==> src/design/rmp_pkg.sv <==
package rmp_pkg;

    localparam int MAX_ACTIONS = 8;
    localparam int MAX_CARDS   = 64;

    localparam int ACT_W      = $clog2(MAX_ACTIONS);
    localparam int CARD_W     = $clog2(MAX_CARDS);
    localparam int REG_AW     = ACT_W + CARD_W;
    localparam int REG_DEPTH  = MAX_ACTIONS * MAX_CARDS;

    localparam int REGRET_W   = 31;
    localparam int SUM_W      = 34;
    localparam int DELTA_W    = 32;
    localparam int FRAC_W     = 16;
    localparam int STRAT_W    = FRAC_W + 1;

    localparam int ACNT_W     = 4;
    localparam int CCNT_W     = 7;
    localparam int CFG_DATA_W = 7;
    localparam int CFG_IDX_W  = 1;

    localparam logic [CFG_IDX_W-1:0] CFG_ACTION_COUNT = 1'b0;
    localparam logic [CFG_IDX_W-1:0] CFG_CARD_COUNT   = 1'b1;

    localparam logic [ACNT_W-1:0] ACNT_RESET = 4'd2;
    localparam logic [CCNT_W-1:0] CCNT_RESET = 7'd3;

    localparam logic [STRAT_W-1:0] ONE_Q16 = STRAT_W'(1) << FRAC_W;

    // Read and write request from the sequencer to the state memories
    typedef struct packed {
        logic [ACT_W-1:0]    rd_act;
        logic [CARD_W-1:0]   rd_card;
        logic                wr_en;
        logic [ACT_W-1:0]    wr_act;
        logic [CARD_W-1:0]   wr_card;
        logic [REGRET_W-1:0] wr_regret;
        logic [SUM_W-1:0]    wr_sum;
    } t_mem_cmd;

    // floor(65536 / n), with a zero count acting as one
    function automatic logic [STRAT_W-1:0] uniform_share(input logic [ACNT_W-1:0] n);
        logic [STRAT_W-1:0] v;
        begin
            case (n)
                4'd0:    v = 17'd65536;
                4'd1:    v = 17'd65536;
                4'd2:    v = 17'd32768;
                4'd3:    v = 17'd21845;
                4'd4:    v = 17'd16384;
                4'd5:    v = 17'd13107;
                4'd6:    v = 17'd10922;
                4'd7:    v = 17'd9362;
                4'd8:    v = 17'd8192;
                4'd9:    v = 17'd7281;
                4'd10:   v = 17'd6553;
                4'd11:   v = 17'd5957;
                4'd12:   v = 17'd5461;
                4'd13:   v = 17'd5041;
                4'd14:   v = 17'd4681;
                4'd15:   v = 17'd4369;
                default: v = 17'd65536;
            endcase
            return v;
        end
    endfunction

endpackage

==> src/design/rmp_div.sv <==
module rmp_div
    import rmp_pkg::*;
(
    input  logic                i_clk,
    input  logic                i_rst_n,
    input  logic                i_start,
    input  logic [REGRET_W-1:0] i_num,
    input  logic [SUM_W-1:0]    i_den,
    output logic                o_done,
    output logic [STRAT_W-1:0]  o_quo
);

    localparam int CNT_W = $clog2(FRAC_W + 1);

    logic               r_busy;
    logic [CNT_W-1:0]   r_cnt;
    logic               r_sat;
    logic [SUM_W-1:0]   r_rem;
    logic [SUM_W-1:0]   r_den;
    logic [FRAC_W-1:0]  r_quo;

    logic [SUM_W:0]     shifted;
    logic [SUM_W:0]     diff;
    logic               start_sat;

    assign start_sat = {{(SUM_W-REGRET_W){1'b0}}, i_num} >= i_den;
    assign shifted   = {r_rem, 1'b0};
    assign diff      = shifted - {1'b0, r_den};

    always_ff @(posedge i_clk) begin
        if (!i_rst_n) begin
            r_busy <= 1'b0;
            r_cnt  <= '0;
        end else if (i_start) begin
            r_busy <= 1'b1;
            r_cnt  <= start_sat ? '0 : CNT_W'(FRAC_W);
        end else if (r_busy) begin
            if (r_cnt == '0) begin
                r_busy <= 1'b0;
            end else begin
                r_cnt <= r_cnt - 1'b1;
            end
        end
    end

    // Restoring division, one quotient bit a cycle; the remainder stays below the divisor
    always_ff @(posedge i_clk) begin
        if (i_start) begin
            r_sat <= start_sat;
            r_rem <= {{(SUM_W-REGRET_W){1'b0}}, i_num};
            r_den <= i_den;
            r_quo <= '0;
        end else if (r_busy && r_cnt != '0) begin
            if (shifted >= {1'b0, r_den}) begin
                r_rem <= diff[SUM_W-1:0];
                r_quo <= {r_quo[FRAC_W-2:0], 1'b1};
            end else begin
                r_rem <= shifted[SUM_W-1:0];
                r_quo <= {r_quo[FRAC_W-2:0], 1'b0};
            end
        end
    end

    assign o_done = r_busy && (r_cnt == '0);
    assign o_quo  = r_sat ? ONE_Q16 : {1'b0, r_quo};

endmodule

==> config.mk <==
export PLATFORM = sky130hd
export DESIGN_NAME = rmp_div
export DESIGN_NICKNAME = d
export VERILOG_FILES = /design/src/design/rmp_pkg.sv /design/src/design/rmp_div.sv
export SDC_FILE = /design/constraint.sdc
export NUM_CORES = 1
export LEC_CHECK = 0
export ABC_AREA = 1
export CORE_MARGIN = 4
export CORE_UTILIZATION = 56
export DETAILED_ROUTE_END_ITERATION = 12
export DONT_BUFFER_PORTS = 1
export PLACE_DENSITY = 0.72
export SETUP_SLACK_MARGIN = 0.02
export SYNTH_ARGS = -nofsm -noshare
export SYNTH_HDL_FRONTEND = slang
export SYNTH_SLANG_ARGS = --single-unit
==> constraint.sdc <==
create_clock -name i_clk -period 2.8 [get_ports i_clk]
set_input_delay 0.28 -clock i_clk [delete_from_list [all_inputs] [get_ports i_clk]]
set_output_delay 0.28 -clock i_clk [all_outputs]
set_load 0.005 [all_outputs]
==> impl_metrics.json, run 1 <==
{
  "synth-xor-area-share": 0.02117,
  "slew_headroom": 0.6112,
  "drive_above_1_share": 0.06210,
  "rsz0062_at_grt": "no",
  "p_per_area_nw_per_um2": 566.8,
  "die_x_um": 123.3,
  "crit_required_ns": 2.91,
  "wire_per_inst_um": 14.73,
  "path_cells": "ha_1, nand2_1, nor2_1, nand2_1, nor3_2, nand2_2, nand2_2, nand2_4, nand2_8, buf_12, nand3_2, nand3_1, nand2_1",
  "vias_per_cell": 5.216,
  "syn_avg_cell_area_um2": 7.005,
  "htree_levels": 3,
  "clockRootBuffer": "clkbuf_16",
  "cts_tree": "done",
  "crit_family": "simple AND/OR/NAND/NOR gates",
  "fmax_mhz": 406.7,
  "final-hold-violation-count": 0,
  "critPathSlowestCell": "edfxtp_1",
  "finish.net_count": 1226,
  "synth_top_family_by_area": "simple AND/OR/NAND/NOR gates",
  "synth-seq-area-share": 0.3334,
  "ctsResizeCount": 0,
  "mappedNetlistArea_um2": 7446,
  "num_vias": 6609,
  "io_buffers": 0,
  "clock_latency_ns": 0.36,
  "core_area_um2": 12820,
  "multi_input_area_um2": 4010,
  "ys_ff_latch": 91,
  "finalMaxSlewViolations": 0,
  "die_height_um": 123.3,
  "synth_fa_ha_area_frac": 0.1153,
  "clkTransAtPathRegs_ns": 0.07,
  "syn_inst": 1063,
  "fin_skew_ns": 0.007604,
  "yosys.area.top_type": "edfxtp_1",
  "holdCritPathClass": "primary input to flop",
  "synth.area.top_cells": "edfxtp_1 27%, nand2_1 16%, ha_1 11%, inv_1 11%, dfxtp_1 6.7%",
  "antenna_found_initial": 0,
  "holdWs_ns": 0.01681,
  "drcViolationCount": 0,
  "crit_arrival_ns": 2.57,
  "grt_use_total": 0.2610,
  "clockBufferDepth": 2,
  "synth_compound_gate_area_share": 0.06049,
  "yosysUniqueCellTypes": 38,
  "status": "finished clean",
  "postRouteAntennaNets": 0,
  "finalCritPeriodShare": 0.8782,
  "period_needed_ns": 2.459,
  "cts_buffers": 9,
  "max_stage_delay_ns": 0.42,
  "synthesis.nets": 1199,
  "io_pins": 86,
  "area_growth_pct": 10.42,
  "cap_violations": 0,
  "first_pass_iters": 5,
  "start_util": 0.5806,
  "first_iter_violations": 407,
  "crit_path_frequent_cell": "nand2_1",
  "end_kind": "flop",
  "insertedDiodeCount": 0,
  "worst_pin_slew_ns": 0.5796,
  "n_fill_cell": 1220,
  "finalSetupTns_ns": 0,
  "grt_start_max_net_pins": 70,
  "dp_hpwl_mm": 14.66,
  "ys_warn_count": 0,
  "place.gp.congestion": 0.9944,
  "cts_sinks": 91,
  "worstSetupPathType": "flop to flop",
  "path_buf_inv": 1,
  "overflow": 0,
  "vdd_ir_drop_max_uv": 504.4,
  "path_max_fanout": 14,
  "muxShareOfSynthArea": 0,
  "synth_top_area_share": 0.2662,
  "crit_path_start_kind": "flop",
  "fp-row-count": 41,
  "setup_viol": 0,
  "synthSimpleGateAreaFrac": 0.3416,
  "fp.dieArea_um2": 15210,
  "p_leak_nw": 4.219,
  "register_area_um2": 2482,
  "grt_pass1_vias": 6544,
  "wirelength_mm": 18.67,
  "grt_pass1_wl_mm": 31.05
}
==> per-stage QoR <==
step           total power, mW  cell area, um2  utilization  setup slack (ns)  instances
6_report                 4.660            8222       0.6411            0.3409       1267
5_1_grt                  4.992            8222       0.6411            0.1185       1267
4_1_cts                  4.674            8222       0.6411            0.3440       1267
3_5_place_dp             3.318            7661       0.5974            0.3765       1227
3_3_place_gp             3.307            7661       0.5974            0.3837       1227
2_1_floorplan            2.960            7446            -            0.7077       1063
==> synthesized netlist by cell type <==
library cell,instances
nand3b_1,34
buf_12,1
nand2_4,1
or2_2,2
nand2_1,327
fa_1,1
and3_1,1
clkinv_1,1
nor3_1,6
o21ai_0,20
buf_6,2
nor4_1,6
o22ai_1,16
o21ai_1,1
edfxtp_1,66
clkbuf_1,6
nand2_2,4
dfxtp_1,25
nor3b_1,1
o21bai_1,4
nand3_2,12
buf_2,8
buf_4,4
nor2_2,9
nor2_4,1
xnor2_1,14
nor3_2,1
a211oi_1,1
ha_1,67
inv_1,209
nand4_1,12
a21oi_1,40
nand3_1,72
nand2_8,1
nor2_1,74
a21boi_0,1
inv_2,8
xor2_1,4
==> cell families (layout without fill, tap and decap cells) <==
group	Yosys count	after routing
fa+ha+maj	68	68
simple gates	564	564
flops	91	91
buf+inv	239	271
xor+xnor	18	18
compound gates	83	83
==> final timing paths <==
kind                            slack [ns]  cells after the start      start        end
worst max register to register        0.34                     13  r_rem[11]  r_rem[29]
worst min register to register        0.46                      2   r_cnt[0]   r_cnt[0]
worst min-delay path                  0.02                      0  i_den[10]  r_den[10]
worst max-delay path                  0.34                     13  r_rem[11]  r_rem[29]
==> placed cells by master (no fill, tap or decap), drive strengths merged <==
cell type    count
a21boi           1
o21ai           21
inv            221
xor2             4
edfxtp          66
nand4           12
ha              67
a21oi           40
xnor2           14
nor3b            1
nand2          333
nand3b          34
nor2            84
buf             13
a211oi           1
or2              2
nor3             7
dfxtp           25
clkinv           3
bufinv           1
dlygate4sd3     24
nor4             6
nand3           84
o21bai           4
fa               1
and3             1
clkbuf           9
o22ai           16
==> state kept, by name (all words and copies together) (netlist names) <==
name    cells
r_sat       1
r_quo      16
r_busy      1
r_rem      34
r_den      34
r_cnt       5
==> power breakdown <==
group | internal, mW | leakage (nW) | switching (mW) | total (mW)
clock | 0.720 | 0.157 | 0.595 | 1.32
sequential | 1.59 | 0.856 | 0.0594 | 1.65
combinational | 0.628 | 3.21 | 1.07 | 1.69
total | 2.94 | 4.22 | 1.72 | 4.66
==> per-layer routing <==
| metal | global-route usage | wire [um] | vias to the layer above |
|---|---|---|---|
| met4 | 0.08235 | 350 | 0 |
| met2 | 0.4271 | 8437 | 176 |
| li1 | - | - | 3432 |
| met3 | 0.05306 | 1272 | 24 |
| met1 | 0.3480 | 8608 | 2977 |
| met5 | 0 | 0 | - |
==> cell type report <==
| cell class | instances | share of cell area |
|---|---|---|
| Sequential cell | 91 | 0.3019 |
| Clock inverter | 7 | 0.01157 |
| Clock buffer | 9 | 0.02739 |
| Timing Repair Buffer | 37 | 0.04566 |
| Inverter | 218 | 0.09953 |
| Tap cell | 172 | 0.02618 |
| Multi-Input combinational cell | 733 | 0.4877 |
==> what timing repair did <==
item	4_1_cts	5_1_grt
hold buffers	24	0
endpoints found under the hold margin	24	0
buffers inserted	0	0
No activity file was read; power rests on OpenSTA's default activity.
==> run 2, diff against run 1 <==
--- a/config.mk
+++ b/config.mk
@@ -6,11 +6,13 @@
 export NUM_CORES = 1
 export LEC_CHECK = 0
 export ABC_AREA = 1
+export ABC_CLOCK_PERIOD_IN_PS = 2500
 export CORE_MARGIN = 4
 export CORE_UTILIZATION = 56
 export DETAILED_ROUTE_END_ITERATION = 12
 export DONT_BUFFER_PORTS = 1
 export PLACE_DENSITY = 0.72
+export REMOVE_ABC_BUFFERS = 1
 export SETUP_SLACK_MARGIN = 0.02
 export SYNTH_ARGS = -nofsm -noshare
 export SYNTH_HDL_FRONTEND = slang
==> constraint.sdc (replaced) <==
create_clock -name i_clk -period 2.5 [get_ports i_clk]
set_input_delay 0.25 -clock i_clk [delete_from_list [all_inputs] [get_ports i_clk]]
set_output_delay 0.25 -clock i_clk [all_outputs]
set_load 0.005 [all_outputs]
==> run 2 against run 1 <==
Against the previous run:
- worst hold slack got worse by 0.00081 ns
- design area rose by 8.3%
- die area stayed put
- first-iteration DRC count grew 17%
- clock power increased by 9%
- non-clock buffer count grew 39
- power up 20%
- sequential cell count did not move
- clock skew up 0.00097 ns
==> impl_metrics.json, run 2 (same netlist as run 1, synthesis figures left out) <==
{
  "insertedDiodeCount": 0,
  "first_pass_iters": 5,
  "clock_latency_ns": 0.36,
  "register_area_um2": 2482,
  "grt_use_total": 0.2870,
  "path_max_fanout": 3,
  "overflow": 0,
  "clockBufferDepth": 2,
  "finalPower_mw": 5.605,
  "grt_pass1_wl_mm": 33.33,
  "die_height_um": 123.3,
  "path_cells": "fa_1, nand2_1, nand3_1, nand3_1, nand2_2, nand2_1, nand2_1, nand2_2, nand2_1, nand2_1, nand3_2, nand3_1, nand2_1",
  "critPathSlowestCell": "fa_1",
  "clkTransAtPathRegs_ns": 0.07,
  "worstSetupPathType": "flop to flop",
  "fin_util": 0.6945,
  "htree_levels": 3,
  "crit_path_start_kind": "flop",
  "max_stage_delay_ns": 0.46,
  "crit_required_ns": 2.61,
  "clockRootBuffer": "clkbuf_16",
  "final-hold-violation-count": 0,
  "dp_hpwl_mm": 15.89,
  "end_kind": "flop",
  "crit_path_frequent_cell": "nand2_1",
  "dp_cells": 1246,
  "worstHoldPathCells": 0,
  "io_buffers": 0,
  "multi_input_area_um2": 4342,
  "worst_pin_slew_ns": 0.5522,
  "p_leak_nw": 4.427,
  "wire_per_inst_um": 16.36,
  "core_area_um2": 12820,
  "die_x_um": 123.3,
  "period_needed_ns": 2.389,
  "vias_per_cell": 5.352,
  "finish.net_count": 1266,
  "r2r_cells": 13,
  "grt_pass1_vias": 6623,
  "reg_top3": "r_den (34), r_rem (34), r_quo (16)",
  "n_fill_cell": 1103,
  "slew_headroom": 0.6318,
  "final_common_cell": "nand2_1",
  "postRouteAntennaNets": 0,
  "start_util": 0.5806,
  "vdd_ir_drop_max_uv": 451.9,
  "fp-row-count": 41,
  "num_vias": 6995,
  "layout.cells.non_filler": 1307,
  "crit_arrival_ns": 2.50,
  "holdCritPathClass": "primary input to flop",
  "drcViolationCount": 0,
  "fmax_mhz": 418.6,
  "p_per_area_nw_per_um2": 629.2,
  "setup_viol": 0,
  "fp.dieArea_um2": 15210,
  "grt_start_max_net_pins": 70,
  "area_growth_pct": 19.63,
  "antenna_found_initial": 0,
  "io_pins": 86,
  "fin_skew_ns": 0.008575,
  "wirelength_mm": 21.38,
  "cap_violations": 0,
  "cts_buffers": 9,
  "first_iter_violations": 475,
  "layout_common_cells": "323 x nand2_1, 209 x inv_1, 72 x nand3_1, 70 x nor2_1, 66 x edfxtp_1",
  "cts_tree": "done",
  "cts_sinks": 91,
  "drive_above_1_share": 0.1154,
  "place.gp.congestion": 0.9577,
  "status": "finished clean",
  "finalCritPeriodShare": 0.9555,
  "finalMaxSlewViolations": 0
}
==> run 2: changes by cell type in the layout (fill, tap and decap cells not counted), moves of 2 or more <==
cell / previous run / this run
ha_1: 67 / 44
buf_4: 10 / 34
nand2_8: 1 / 3
nand2_1: 327 / 323
ha_2: 0 / 5
buf_12: 3 / 6
nand2_2: 4 / 7
o21ai_0: 20 / 18
nor2_4: 1 / 5
nor2_1: 74 / 70
ha_4: 0 / 18
o21ai_1: 1 / 3
dlygate4sd3_1: 24 / 35
==> run 2: layer usage <==
| metal | vias up | wire length (um) | global-route usage |
|---|---|---|---|
| met5 | - | 0 | 0 |
| met4 | 0 | 486 | 0.1003 |
| met3 | 31 | 1937 | 0.05810 |
| met2 | 277 | 9589 | 0.4434 |
| met1 | 3170 | 9362 | 0.4014 |
| li1 | 3517 | - | - |
==> run 2: critical path: cells and delay by family, from the launching register on <==
| kind | cells | cell delay [ns] |
|---|---|---|
| flip-flops | 1 | 0.45 |
| adder cells (fa/ha/maj) | 1 | 0.46 |
| AND/OR/NAND/NOR | 12 | 1.22 |
==> run 2: power by group <==
group	switching [mW]	total [mW]	internal, mW
Clock	0.656	1.44	0.786
Sequential	0.0857	1.87	1.78
Combinational	1.35	2.29	0.943
==> run 2: what timing repair did <==
| item | 4_1_cts | 5_1_grt |
|---|---|---|
| hold buffers | 34 | 1 |
| cloned | 1 | 0 |
| endpoints found under the setup margin | 16 | 34 |
| resized for setup | 4 | 47 |
| endpoints found under the hold margin | 34 | 1 |
| buffers inserted | 0 | 9 |
| pin swaps | 1 | 7 |
==> run 2: through the flow <==
stage	setup TNS, ns	instance area, um2	hold WS, ns	worst slack, ns
2_1_floorplan	0	7311	0.3411	0.1607
3_3_place_gp	-0.2716	7816	0.3490	-0.05115
3_5_place_dp	-0.3037	7816	0.3490	-0.05330
4_1_cts	0	8503	0.002166	0.03702
5_1_grt	-0.03612	8907	0.003602	-0.03612
6_report	0	8907	0.01600	0.1113
==> run 2: area by class of cell <==
cell class,count,area share
Inverter,218,0.09187
Timing Repair Buffer,76,0.08274
Clock buffer,11,0.02964
Multi-Input combinational cell,734,0.4874
Tap cell,172,0.02416
Clock inverter,5,0.005478
Sequential cell,91,0.2787
==> run 2: worst paths after layout <==
| check | from | endpoint | slack, ns |
|---|---|---|---|
| min reg2reg | r_rem[32] | r_rem[32] | 0.48 |
| max reg2reg | r_rem[0] | r_rem[28] | 0.11 |
| max | r_rem[0] | r_rem[28] | 0.11 |
| min | i_start | r_den[2] | 0.02 |
